[config.mk]
export PLATFORM = sky130hd
export DESIGN_NAME = ntt_twiddle_precon_packer
export DESIGN_NICKNAME = d
export VERILOG_FILES = /design/src/ntp_pkg.sv /design/src/ntt_twiddle_precon_packer.sv /design/src/ntp_divider.sv /design/src/ntp_position.sv
export SDC_FILE = /design/constraint.sdc
export NUM_CORES = 1
export LEC_CHECK = 0
export BUFFER_PORTS_ARGS = -buffer_cell sky130_fd_sc_hd__buf_2
export CAP_MARGIN = 20
export CORE_UTILIZATION = 35
export CTS_BUF_LIST = sky130_fd_sc_hd__clkbuf_2 sky130_fd_sc_hd__clkbuf_4 sky130_fd_sc_hd__clkbuf_8
export CTS_CLUSTER_SIZE = 25
export DETAILED_ROUTE_END_ITERATION = 7
export GPL_TIMING_DRIVEN = 0
export SKIP_LAST_GASP = 1
export SLEW_MARGIN = 20
export SYNTH_ARGS = -nofsm -noshare
export SYNTH_HDL_FRONTEND = slang
export SYNTH_SLANG_ARGS = --single-unit
[constraint.sdc]
create_clock -name clk -period 8.3 [get_ports clk]
set_input_delay 2.075 -clock clk [delete_from_list [all_inputs] [get_ports clk]]
set_output_delay 2.075 -clock clk [all_outputs]
set_load 0.02 [all_outputs]
[src/ntp_pkg.sv]
// Shared constants and types of the NTT twiddle preconditioner and packer.
package ntp_pkg;

    localparam int WORD_W      = 64;
    localparam int SHIFT_W     = 7;
    localparam int LOG_W       = 5;
    localparam int LANES       = 8;
    localparam int STAGE_OUT_W = 4;
    localparam int VEC_OUT_W   = 12;
    localparam int COUNT_W     = 8;
    localparam int MIN_LOG     = 4;
    localparam logic [SHIFT_W-1:0] MAX_SHIFT = 7'd64;

    // Packed-layout position of one twiddle.
    typedef struct packed {
        logic [STAGE_OUT_W-1:0] stage;
        logic [VEC_OUT_W-1:0]   vector_index;
        logic [LANES-1:0]       lane_mask;
        logic                   last;
    } ntp_layout_t;

endpackage

[src/ntt_twiddle_precon_packer.sv]
// Top level of the NTT twiddle preconditioner and packer.
//
// Twiddles of an NTT schedule enter one per request on the input channel
// (in_valid, in_ready, twiddle_in), in schedule order starting at schedule
// index 0. For each one the output channel (out_valid, out_ready) returns the
// twiddle, its preconditioner floor((w << shift) / q) truncated to 64 bits,
// and its stage, vector index and lane mask in the 8-lane packed layout.
// last_of_schedule marks the final twiddle, after which the position wraps.
//
// The bit-serial divider retires one dividend bit per cycle, first the twiddle
// bits and then one zero bit per shift position. in_ready is high only while
// no request is in the divider or waiting for the output register, so a new
// request is taken only after the last one has moved to the output register.
//
// A finished result waits in the output register while out_ready is low; the
// next result stays in the divider until the register is free, and no new
// request is accepted meanwhile. Reset clears the schedule position and loads
// the register defaults (modulus 2, shift 64, log size 12, forward order).
// Registers sit on an APB port at byte addresses 0, 8, 16 and 24.
module ntt_twiddle_precon_packer #(
    parameter int MAX_LOG_SIZE = 16
) (
    input  logic                                  clk,
    input  logic                                  rst_n,
    // Input channel.
    input  logic                                  in_valid,
    output logic                                  in_ready,
    input  logic [ntp_pkg::WORD_W-1:0]            twiddle_in,
    // Output channel.
    output logic                                  out_valid,
    input  logic                                  out_ready,
    output logic [ntp_pkg::STAGE_OUT_W-1:0]       stage,
    output logic [ntp_pkg::VEC_OUT_W-1:0]         vector_index,
    output logic [ntp_pkg::LANES-1:0]             lane_mask,
    output logic [ntp_pkg::WORD_W-1:0]            twiddle_out,
    output logic [ntp_pkg::WORD_W-1:0]            precon,
    output logic                                  last_of_schedule,
    // Configuration port.
    input  logic                                  psel,
    input  logic                                  penable,
    input  logic                                  pwrite,
    input  logic [4:0]                            paddr,
    input  logic [ntp_pkg::WORD_W-1:0]            pwdata,
    output logic [ntp_pkg::WORD_W-1:0]            prdata,
    output logic                                  pready
);

    typedef enum logic [1:0] {
        REG_MODULUS,
        REG_SHIFT,
        REG_LOG_SIZE,
        REG_INVERSE
    } reg_index_t;

    typedef enum logic {
        ST_IDLE,
        ST_DIVIDE
    } state_t;

    state_t                             state_reg;
    logic [ntp_pkg::WORD_W-1:0]         modulus_reg;
    logic [ntp_pkg::SHIFT_W-1:0]        shift_reg;
    logic [ntp_pkg::LOG_W-1:0]          log_size_reg;
    logic                               inverse_reg;
    ntp_pkg::ntp_layout_t               pend_layout_reg;
    logic [ntp_pkg::WORD_W-1:0]         pend_twiddle_reg;
    logic                               out_valid_reg;
    ntp_pkg::ntp_layout_t               out_layout_reg;
    logic [ntp_pkg::WORD_W-1:0]         out_twiddle_reg;
    logic [ntp_pkg::WORD_W-1:0]         out_precon_reg;

    logic                               in_accept;
    logic                               out_free;
    logic                               out_load;
    logic                               cfg_write;
    reg_index_t                         reg_index;
    logic [ntp_pkg::SHIFT_W-1:0]        shift_eff;
    ntp_pkg::ntp_layout_t               layout;
    logic                               div_busy;
    logic [ntp_pkg::WORD_W-1:0]         div_quotient;

    assign in_ready  = (state_reg == ST_IDLE);
    assign in_accept = in_valid && in_ready;
    assign out_free  = !out_valid_reg || out_ready;
    assign pready    = 1'b1;
    assign cfg_write = psel && penable && pwrite;
    assign reg_index = reg_index_t'(paddr[4:3]);

    // The finished result moves out once the divider is done and the
    // output register is free.
    assign out_load  = (state_reg == ST_DIVIDE) && !div_busy && out_free;

    // Shifts above one word behave as a full-word shift.
    assign shift_eff = (shift_reg > ntp_pkg::MAX_SHIFT) ? ntp_pkg::MAX_SHIFT : shift_reg;

    always_comb
    begin
        unique case (reg_index)
            REG_MODULUS:  prdata = modulus_reg;
            REG_SHIFT:    prdata = ntp_pkg::WORD_W'(shift_reg);
            REG_LOG_SIZE: prdata = ntp_pkg::WORD_W'(log_size_reg);
            REG_INVERSE:  prdata = ntp_pkg::WORD_W'(inverse_reg);
            default:      prdata = '0;
        endcase
    end

    // The position steps forward as each request is taken, so the layout
    // of the request is captured alongside its twiddle.
    ntp_position #(
        .MAX_LOG_SIZE(MAX_LOG_SIZE)
    ) u_position (
        .clk            (clk),
        .rst_n          (rst_n),
        .advance        (in_accept),
        .log_size       (log_size_reg),
        .inverse_layout (inverse_reg),
        .layout         (layout)
    );

    ntp_divider u_divider (
        .clk      (clk),
        .rst_n    (rst_n),
        .start    (in_accept),
        .twiddle  (twiddle_in),
        .shift    (shift_eff),
        .divisor  (modulus_reg),
        .busy     (div_busy),
        .quotient (div_quotient)
    );

    always_ff @(posedge clk or negedge rst_n)
    begin
        if (!rst_n)
        begin
            state_reg     <= ST_IDLE;
            out_valid_reg <= 1'b0;
            modulus_reg   <= ntp_pkg::WORD_W'(2);
            shift_reg     <= ntp_pkg::SHIFT_W'(64);
            log_size_reg  <= ntp_pkg::LOG_W'(12);
            inverse_reg   <= 1'b0;
        end
        else
        begin
            if (cfg_write)
            begin
                unique case (reg_index)
                    REG_MODULUS:  modulus_reg  <= pwdata;
                    REG_SHIFT:    shift_reg    <= pwdata[ntp_pkg::SHIFT_W-1:0];
                    REG_LOG_SIZE: log_size_reg <= pwdata[ntp_pkg::LOG_W-1:0];
                    REG_INVERSE:  inverse_reg  <= pwdata[0];
                    default:      ;
                endcase
            end

            if (out_load)
            begin
                out_valid_reg <= 1'b1;
            end
            else if (out_valid_reg && out_ready)
            begin
                out_valid_reg <= 1'b0;
            end

            unique case (state_reg)
                ST_IDLE:
                begin
                    if (in_accept)
                    begin
                        pend_layout_reg  <= layout;
                        pend_twiddle_reg <= twiddle_in;
                        state_reg        <= ST_DIVIDE;
                    end
                end
                ST_DIVIDE:
                begin
                    // Move the finished result out once the register is free.
                    if (out_load)
                    begin
                        out_layout_reg  <= pend_layout_reg;
                        out_twiddle_reg <= pend_twiddle_reg;
                        out_precon_reg  <= div_quotient;
                        state_reg       <= ST_IDLE;
                    end
                end
                default:
                begin
                    state_reg <= ST_IDLE;
                end
            endcase
        end
    end

    assign out_valid        = out_valid_reg;
    assign stage            = out_layout_reg.stage;
    assign vector_index     = out_layout_reg.vector_index;
    assign lane_mask        = out_layout_reg.lane_mask;
    assign last_of_schedule = out_layout_reg.last;
    assign twiddle_out      = out_twiddle_reg;
    assign precon           = out_precon_reg;

endmodule

[src/ntp_divider.sv]
// Bit-serial restoring divider for the shifted-twiddle preconditioner.
module ntp_divider (
    input  logic                              clk,
    input  logic                              rst_n,
    input  logic                              start,
    input  logic [ntp_pkg::WORD_W-1:0]        twiddle,
    input  logic [ntp_pkg::SHIFT_W-1:0]       shift,
    input  logic [ntp_pkg::WORD_W-1:0]        divisor,
    output logic                              busy,
    output logic [ntp_pkg::WORD_W-1:0]        quotient
);

    logic                              busy_reg;
    logic [ntp_pkg::COUNT_W-1:0]       count_reg;
    logic [ntp_pkg::WORD_W-1:0]        rem_reg;
    logic [ntp_pkg::WORD_W-1:0]        quo_reg;
    logic [ntp_pkg::WORD_W-1:0]        data_reg;
    logic                              carry;
    logic [ntp_pkg::WORD_W-1:0]        rem_shift;
    logic                              take;
    logic [ntp_pkg::WORD_W-1:0]        rem_next;

    // One restoring step; a carry out of the remainder forces a subtract.
    always_comb
    begin
        carry     = rem_reg[ntp_pkg::WORD_W-1];
        rem_shift = {rem_reg[ntp_pkg::WORD_W-2:0], data_reg[ntp_pkg::WORD_W-1]};
        take      = carry || (rem_shift >= divisor);
        rem_next  = take ? (rem_shift - divisor) : rem_shift;
    end

    always_ff @(posedge clk or negedge rst_n)
    begin
        if (!rst_n)
        begin
            busy_reg  <= 1'b0;
            count_reg <= '0;
        end
        else if (start)
        begin
            busy_reg  <= 1'b1;
            // The twiddle bits come first, then one zero bit per shift position.
            count_reg <= ntp_pkg::COUNT_W'(ntp_pkg::WORD_W) + ntp_pkg::COUNT_W'(shift);
            rem_reg   <= '0;
            quo_reg   <= '0;
            data_reg  <= twiddle;
        end
        else if (busy_reg)
        begin
            rem_reg   <= rem_next;
            quo_reg   <= {quo_reg[ntp_pkg::WORD_W-2:0], take};
            data_reg  <= {data_reg[ntp_pkg::WORD_W-2:0], 1'b0};
            count_reg <= count_reg - ntp_pkg::COUNT_W'(1);
            if (count_reg == ntp_pkg::COUNT_W'(1))
            begin
                busy_reg <= 1'b0;
            end
        end
    end

    assign busy     = busy_reg;
    assign quotient = quo_reg;

endmodule

[src/ntp_position.sv]
// Schedule position tracker and 8-lane packed layout decoder.
module ntp_position #(
    parameter int MAX_LOG_SIZE = 16
) (
    input  logic                          clk,
    input  logic                          rst_n,
    input  logic                          advance,
    input  logic [ntp_pkg::LOG_W-1:0]     log_size,
    input  logic                          inverse_layout,
    output ntp_pkg::ntp_layout_t          layout
);

    localparam int SW  = $clog2(MAX_LOG_SIZE);
    localparam int LW  = $clog2(MAX_LOG_SIZE + 1);
    localparam int IW  = MAX_LOG_SIZE - 1;
    localparam int SZW = MAX_LOG_SIZE;

    typedef enum logic [1:0] {
        SHAPE_BCAST,
        SHAPE_PAIR,
        SHAPE_QUAD,
        SHAPE_OCT
    } shape_t;

    logic [SW-1:0]  stage_counter_reg, stage_counter_next;
    logic [IW-1:0]  index_in_stage_reg, index_in_stage_next;

    logic [5:0]     log_wide;
    logic [LW-1:0]  log_eff;
    logic [SW-1:0]  s;
    logic [IW-1:0]  i;
    logic [SZW-1:0] size;
    logic [SZW-1:0] i_plus;
    shape_t         shape;
    logic [IW-1:0]  vec;
    logic [ntp_pkg::LANES-1:0] mask;

    function automatic logic [SZW-1:0] stage_size(input logic [LW-1:0] l,
                                                  input logic [SW-1:0] st,
                                                  input logic inv);
        logic [SZW-1:0] sz;
        if (inv)
        begin
            sz = SZW'(1) << (l - LW'(st) - LW'(1));
        end
        else
        begin
            sz = SZW'(1) << st;
        end
        return sz;
    endfunction

    function automatic shape_t stage_shape(input logic [LW-1:0] l,
                                           input logic [SW-1:0] st,
                                           input logic inv);
        shape_t         sh;
        logic [LW:0]    sw;
        logic [LW:0]    lw;
        sw = (LW+1)'(st);
        lw = (LW+1)'(l);
        sh = SHAPE_BCAST;
        if (inv)
        begin
            if (st == SW'(0))
                sh = SHAPE_OCT;
            else if (st == SW'(1))
                sh = SHAPE_QUAD;
            else if (st == SW'(2))
                sh = SHAPE_PAIR;
        end
        else
        begin
            if (sw + (LW+1)'(1) == lw)
                sh = SHAPE_OCT;
            else if (sw + (LW+1)'(2) == lw)
                sh = SHAPE_QUAD;
            else if (sw + (LW+1)'(3) == lw)
                sh = SHAPE_PAIR;
        end
        return sh;
    endfunction

    always_comb
    begin
        // Clamp the transform length into the supported range.
        log_wide = {1'b0, log_size};
        if (log_wide < 6'(ntp_pkg::MIN_LOG))
            log_wide = 6'(ntp_pkg::MIN_LOG);
        if (log_wide > 6'(MAX_LOG_SIZE))
            log_wide = 6'(MAX_LOG_SIZE);
        log_eff = LW'(log_wide);

        // A stored position outside the current schedule restarts it.
        s = stage_counter_reg;
        i = index_in_stage_reg;
        if (LW'(s) >= log_eff)
        begin
            s = '0;
            i = '0;
        end
        size = stage_size(log_eff, s, inverse_layout);
        if (SZW'(i) >= size)
        begin
            s    = '0;
            i    = '0;
            size = stage_size(log_eff, s, inverse_layout);
        end
        shape = stage_shape(log_eff, s, inverse_layout);

        case (shape)
            SHAPE_OCT:
            begin
                vec  = i >> 3;
                mask = ntp_pkg::LANES'(1) << i[2:0];
            end
            SHAPE_QUAD:
            begin
                vec  = i >> 2;
                mask = ntp_pkg::LANES'(2'b11) << {i[1:0], 1'b0};
            end
            SHAPE_PAIR:
            begin
                vec  = i >> 1;
                mask = ntp_pkg::LANES'(4'hF) << {i[0], 2'b00};
            end
            default:
            begin
                vec  = i;
                mask = '1;
            end
        endcase

        i_plus = SZW'(i) + SZW'(1);

        layout.stage        = ntp_pkg::STAGE_OUT_W'(s);
        layout.vector_index = ntp_pkg::VEC_OUT_W'(vec);
        layout.lane_mask    = mask;
        layout.last         = (LW'(s) + LW'(1) == log_eff) && (i_plus == size);

        if (i_plus >= size)
        begin
            index_in_stage_next = '0;
            stage_counter_next  = (LW'(s) + LW'(1) >= log_eff) ? '0 : s + SW'(1);
        end
        else
        begin
            index_in_stage_next = i + IW'(1);
            stage_counter_next  = s;
        end
    end

    always_ff @(posedge clk or negedge rst_n)
    begin
        if (!rst_n)
        begin
            stage_counter_reg  <= '0;
            index_in_stage_reg <= '0;
        end
        else if (advance)
        begin
            stage_counter_reg  <= stage_counter_next;
            index_in_stage_reg <= index_in_stage_next;
        end
    end

endmodule
==> flow_summary.yaml, run 1 <==
sta:
  min_period_ns: 8.00
  period_share: 0.964
  worstMarginPinSlew_ns: 1.04
  skew_ns: 0.0304
  finalSetupViolCount: 0
  finalHoldViolCount: 0
  slew_viol_final: 0
  relSlewSlack: 0.308
  whs_ns: 0.407
  fmax_mhz: 125
yosys:
  ys.flop_type: "edfxtp_1"
  synth_seq_cells: 541
  syn_area_um2: 27700
  synth.area.top_cells: "edfxtp_1, dfrtp_1, nand2_1"
  synth_common_cells: "nand2_1, edfxtp_1, o21ai_0"
  ys_warn_count: 0
  netlist_instances: 2646
  netlist.area_leader.share: 0.471
  yosysTopAreaCell: "edfxtp_1"
  synth.distinct_cells: 79
  yosysMostFrequentCell: "nand2_1"
  syn_nets: 2910
  synth_seq_area_share: 0.568
  syn_area_per_cell_um2: 10.5
  synth_edf_count: 434
  async_flop_share: 0.198
drt:
  dr.first_iter.drc_count: 1660
  vias_per_cell: 5.13
  drc_errors: 14
  vias: 21800
  antenna_left: 0
  detail_route.wl_per_cell_um: 19.5
  firstDrtPassIters: 8
  finalWirelength_um: 83000
grt:
  gr-total-overflow: 0
  grt_first_pass_wirelength_um: 125000
  antenna_found_initial: 8
  grt_start_max_net_pins: 64
  grt_use_total: 0.201
  grt_pass1_vias: 21200
setup_path:
  slowest_delay_ns: 0.57
  worstPathRequired_ns: 8.77
  crit_arrival_ns: 8.47
  crit_path_start: "log_size_reg[3]$_DFFE_PN1P_"
  slowest_stage: "dfstp_2"
  criticalPathCategory: "flop to flop"
  crit_fanout: 10
  startpoint_type: "flop"
  r2r_start: "log_size_reg[3]$_DFFE_PN1P_"
  crit_path_end_kind: "flop"
cells_and_area:
  multi_input_area_um2: 11300
  drive_above_1_share: 0.210
  fillCellCount: 7525
  seq_area_um2: 15700
  fin_nets: 3397
  instances_no_fill: 4252
  area_growth_pct: 21.8
power_and_ir_drop:
  power_frac_seq: 0.312
  power_density_nw_per_um2: 409
  p_clk_frac: 0.193
  leakagePower_nw: 14.0
  switching_share: 0.426
  p_int_mw: 7.91
  peakVddDrop_mv: 0.184
  pwr-share-comb: 0.495
  power.switching_mw: 5.88
status:
  status: "finished with violations"
  violations: "design-rule violations"
floorplanning:
  rows: 102
  die_y_um: 283
  ios: 360
  core_um2: 77800
  start_util: 0.356
  dieArea_um2: 80200
  die_width_um: 283
clock_network:
  clkLatencyLatePin_ns: 0.71
  numCtsBuffers: 93
  tritoncts: "yes"
  clock-sinks: 541
  clkSlewWorstSetupHoldPaths_ns: 0.06
  ctsLongestPathBuffers: 3
  root_buffer: "clkbuf_8"
  hold_buffers: 0
  h-tree-depth: 3
placed_design:
  gp_congestion: 0.928
  hpwlAfterDp_um: 61200
  dpl.cell_count: 4050
  port_buffers: 354
hold_path:
  min_path_type: "flop to flop"
  worstHoldStart: "pend_layout_reg[12]$_DFFE_PP_"
job:
  maxCapViolations: 0
==> power by group through the flow <==
stage                     registers (mW)  clock network (mW)  logic (mW)
after floorplan                     4.32                   0        4.41
after global placement              4.37                   0        6.18
after detailed placement            4.34                   0        6.27
after CTS                           4.29                2.73        6.51
after global routing                4.37                2.84        7.51
final                               4.30                2.67        6.82
==> cell usage in the layout, fill, tap and decap left out, types with 15 or more instances in the layout <==
| master | Yosys | final |
|---|---|---|
| a31oi_1 | 22 | 22 |
| nand3_1 | 36 | 36 |
| buf_4 | 2 | 36 |
| a21o_1 | 29 | 28 |
| o21ai_0 | 226 | 220 |
| a21oi_1 | 196 | 193 |
| nor2b_1 | 15 | 15 |
| clkbuf_4 | 0 | 32 |
| ha_1 | 122 | 114 |
| o21a_1 | 16 | 15 |
| o21bai_1 | 21 | 21 |
| nand4_1 | 26 | 26 |
| dfrtp_1 | 103 | 103 |
| nor2_1 | 209 | 203 |
| clkinv_1 | 1 | 15 |
| nor3_1 | 89 | 85 |
| nand2_1 | 438 | 430 |
| and3_1 | 18 | 16 |
| clkbuf_1 | 135 | 124 |
| buf_2 | 12 | 364 |
| xor2_1 | 27 | 26 |
| xnor2_1 | 59 | 57 |
| mux2i_1 | 82 | 82 |
| edfxtp_1 | 434 | 434 |
| clkbuf_8 | 0 | 105 |
| inv_1 | 124 | 122 |
==> final cells by class <==
| cell class | count | share of cell area |
|---|---|---|
| clock inverter | 37 | 0.0117 |
| tap | 1040 | 0.0386 |
| clock buffer | 134 | 0.0491 |
| inverter | 126 | 0.0142 |
| antenna | 3 | 0.000223 |
| buffer | 149 | 0.0186 |
| timing repair buffer | 395 | 0.0668 |
| sequential | 541 | 0.466 |
| multi-input combinational | 1827 | 0.335 |
==> per-layer routing <==
layer  vias to the layer above  part of all wire  track usage
met3                       154             0.064       0.0389
met5                         -           0.00041            0
met2                       727              0.48        0.335
li1                      10500                 -            -
met1                     10400              0.42        0.261
met4                         6             0.030       0.0718
==> worst max-delay path: cells and delay by family (launching register included) <==
kind	cells	cell delay (ns)
AND/OR/NAND/NOR	14	2.21
AO/OA/AOI/OAI	9	1.81
adder cells (fa/ha/maj)	6	1.73
buffers and inverters	9	1.15
flip-flops	1	0.57
XOR/XNOR	2	0.30
==> cells by family after synthesis <==
group                    synth area share
AND/OR/NAND/NOR                     0.138
AO/OA/AOI/OAI                       0.137
multiplexers                       0.0353
flip-flops                          0.568
other                            0.000135
buffers and inverters              0.0386
XOR/XNOR                           0.0272
adder cells (fa/ha/maj)            0.0566
==> worst paths after layout <==
path / endpoint / slack, ns / cells after the start
worst max-delay path: pend_layout_reg[17]$_DFFE_PP_ / 0.30 / 40
worst min-delay path: vector_index[3]$_DFFE_PP_ / 0.41 / 0
worst max register to register: pend_layout_reg[17]$_DFFE_PP_ / 0.30 / 40
worst min register to register: vector_index[3]$_DFFE_PP_ / 0.41 / 0
max in group asynchronous: modulus_reg[8]$_DFFE_PN0P_ / 5.93 / 3
min in group asynchronous: modulus_reg[49]$_DFFE_PN0P_ / 1.32 / 1
==> per-stage QoR <==
step	setup WS (ns)	setup TNS [ns]	area (um^2)	power [mW]	util
floorplan	0.112	0	27700	8.74	-
global placement	-4.36	-992.06	30800	10.6	0.395
detailed placement	-2.68	-82.40	31000	10.6	0.398
CTS	0.00240	0	33300	13.5	0.428
global route	-0.0602	-0.604	33700	14.7	0.433
finish	0.299	0	33700	13.8	0.433
==> timing repair <==
action,4_1_cts,5_1_grt
pin swaps,8,21
setup endpoints to repair,40,40
buffers inserted,13,17
resized for setup,54,59
gates cloned,1,0
Power figures use the tool's default switching activity.
==> run 2: changes to the inputs <==
--- a/config.mk
+++ b/config.mk
@@ -5,9 +5,9 @@
 export SDC_FILE = /design/constraint.sdc
 export NUM_CORES = 1
 export LEC_CHECK = 0
-export BUFFER_PORTS_ARGS = -buffer_cell sky130_fd_sc_hd__buf_2
+export BUFFER_PORTS_ARGS = -buffer_cell sky130_fd_sc_hd__buf_4
 export CAP_MARGIN = 20
-export CORE_UTILIZATION = 35
+export CORE_UTILIZATION = 40
 export CTS_BUF_LIST = sky130_fd_sc_hd__clkbuf_2 sky130_fd_sc_hd__clkbuf_4 sky130_fd_sc_hd__clkbuf_8
 export CTS_CLUSTER_SIZE = 25
 export DETAILED_ROUTE_END_ITERATION = 7
==> run 2 against run 1 <==
  * The run now ends clean
  * Clock-buffer cell count decreased by 1
  * Largest cell class unchanged
  * First-iteration DRC count increased by 18%
  * Critical path depth increased by 1
  * Highest routed layer unchanged
  * Register-to-register slack got worse by 0.03 ns
  * Global-route usage increased by 3.0 points
  * Flip-flop and latch count unchanged
  * Largest power group unchanged
  * Via count increased by 1.4%
  * Final cell count decreased by 2.6%
  * Die area decreased by 12%
  * Hold slack got worse by 0.0061 ns
==> flow_summary.yaml, run 2 (synthesis gave the netlist of run 1 again) <==
placed_design:
  place_area_um2: 31700
  gp_congestion: 0.954
  port_buffers: 354
  hpwlAfterDp_um: 61700
sta:
  min_period_ns: 8.03
  fmax_mhz: 125
  slew_viol_final: 0
  period_share: 0.968
  skew_ns: 0.0449
  finalHoldViolCount: 0
  worstMarginPinSlew_ns: 1.07
  relSlewSlack: 0.284
  finalSetupViolCount: 0
  setup_tns_ns: 0
grt:
  gr-total-overflow: 0
  antenna_found_initial: 2
  grt_pass1_vias: 21800
  grt_start_max_net_pins: 94
  grt_use_total: 0.232
  grt_first_pass_wirelength_um: 126000
clock_network:
  ctsLongestPathBuffers: 3
  clkLatencyLatePin_ns: 0.70
  clock-sinks: 541
  numCtsBuffers: 91
  tritoncts: "yes"
  clkSlewWorstSetupHoldPaths_ns: 0.06
  root_buffer: "clkbuf_8"
  hold_buffers: 0
  h-tree-depth: 3
power_and_ir_drop:
  peakVddDrop_mv: 0.179
  power_density_nw_per_um2: 403
  leakagePower_nw: 14.3
floorplanning:
  core_um2: 68600
  die_y_um: 265
  rows: 96
  die_width_um: 265
  start_util: 0.404
  dieArea_um2: 70300
  ios: 360
cells_and_area:
  fin_nets: 3395
  fillCellCount: 6264
  seq_area_um2: 15700
  drive_above_1_share: 0.212
  final_core_util: 0.503
  mostFrequentLayoutCells: "edfxtp_1, nand2_1, buf_4"
  multi_input_area_um2: 11300
  area_growth_pct: 24.7
  final_cell_area_um2: 34500
  final_common_cell: "edfxtp_1"
drt:
  vias_per_cell: 5.34
  finalWirelength_um: 83000
  firstDrtPassIters: 7
  drc_errors: 0
  dr.first_iter.drc_count: 1967
  antenna_left: 0
  detail_route.wl_per_cell_um: 20.0
  vias: 22100
setup_path:
  crit_path_end_kind: "flop"
  slowest_stage: "dfstp_2"
  crit_path_start: "log_size_reg[2]$_DFFE_PN1P_"
  slowest_delay_ns: 0.57
  startpoint_type: "flop"
  r2r_start: "log_size_reg[2]$_DFFE_PN1P_"
  worstPathRequired_ns: 8.81
  rrSetupSlack_ns: 0.27
  criticalPathCategory: "flop to flop"
  crit_buf_inv: 4
  regToRegEndpoint: "u_position.stage_counter_reg[3]$_DFFE_PN0P_"
  path_delay_family: "compound AO/OA/AOI/OAI gates"
  crit_fanout: 8
  r2r_cells: 41
  crit_arrival_ns: 8.55
job:
  maxCapViolations: 0
status:
  status: "completed"
hold_path:
  min_path_type: "flop to flop"
  worstHoldStart: "pend_twiddle_reg[5]$_DFFE_PP_"
  holdPathStages: 0
  hold_path_end: "twiddle_out[5]$_DFFE_PP_"
==> run 2: cell count changes in the layout (fill, tap and decap cells not counted), moves of 3 or more <==
cell / delta
ha_4: +3
clkbuf_8: -8
buf_2: -351
bufinv_16: +4
buf_4: +349
nor2b_1: -3
ha_1: -4
clkbuf_4: +7
==> run 2: worst register-to-register path: cells and delay by family, from the launching register on <==
family	cells	cell delay, ns
AO/OA/AOI/OAI	13	2.52
AND/OR/NAND/NOR	17	2.52
adder cells (fa/ha/maj)	6	1.61
flip-flops	1	0.57
buffers and inverters	4	0.53
XOR/XNOR	1	0.16
==> run 2: where the power goes <==
| group | internal (mW) | switching [mW] |
|---|---|---|
| Clock | 1.57 | 1.15 |
| Combinational | 2.56 | 4.31 |
| Sequential | 3.92 | 0.388 |
==> run 2: final cells by class <==
class,count,area share
antenna,1,0.0000725
buffer,151,0.0185
clock buffer,133,0.0463
clock inverter,39,0.0144
inverter,126,0.0138
multi-input combinational,1827,0.328
sequential,541,0.455
tap,931,0.0338
timing repair buffer,393,0.0900
==> run 2: metal layers <==
metal	track usage	share of wire
met3	0.0404	0.056
met4	0.0800	0.030
met2	0.386	0.49
met5	0	0.00016
met1	0.304	0.43
==> run 2: worst max path at each step <==
stage / to / slack [ns] / depth (start not counted)
after floorplan: u_position.index_in_stage_reg[2]$_DFFE_PN0P_ / 0.11 / 45
after global placement: u_position.index_in_stage_reg[7]$_DFFE_PN0P_ / -2.55 / 46
after detailed placement: u_position.index_in_stage_reg[7]$_DFFE_PN0P_ / -2.67 / 46
after CTS: u_position.index_in_stage_reg[13]$_DFFE_PN0P_ / -0.0001 / 44
after global routing: u_position.stage_counter_reg[3]$_DFFE_PN0P_ / -0.11 / 44
final: u_position.stage_counter_reg[3]$_DFFE_PN0P_ / 0.27 / 41
==> run 2: stage by stage <==
step,std cells,power [mW],setup WS [ns],hold WS [ns]
finish,4142,13.9,0.269,0.401
global route,4142,14.9,-0.110,0.417
CTS,4120,13.7,-0.000143,0.407
detailed placement,3940,10.7,-2.67,0.405
global placement,3931,10.6,-2.55,0.401
floorplan,2646,8.74,0.112,0.400
==> run 2: timing repair <==
| item | in CTS | in global routing |
|---|---|---|
| setup buffers | 8 | 21 |
| resized for setup | 54 | 64 |
| setup endpoints to repair | 40 | 40 |
| pin swaps | 10 | 31 |
| cloned | 1 | 0 |
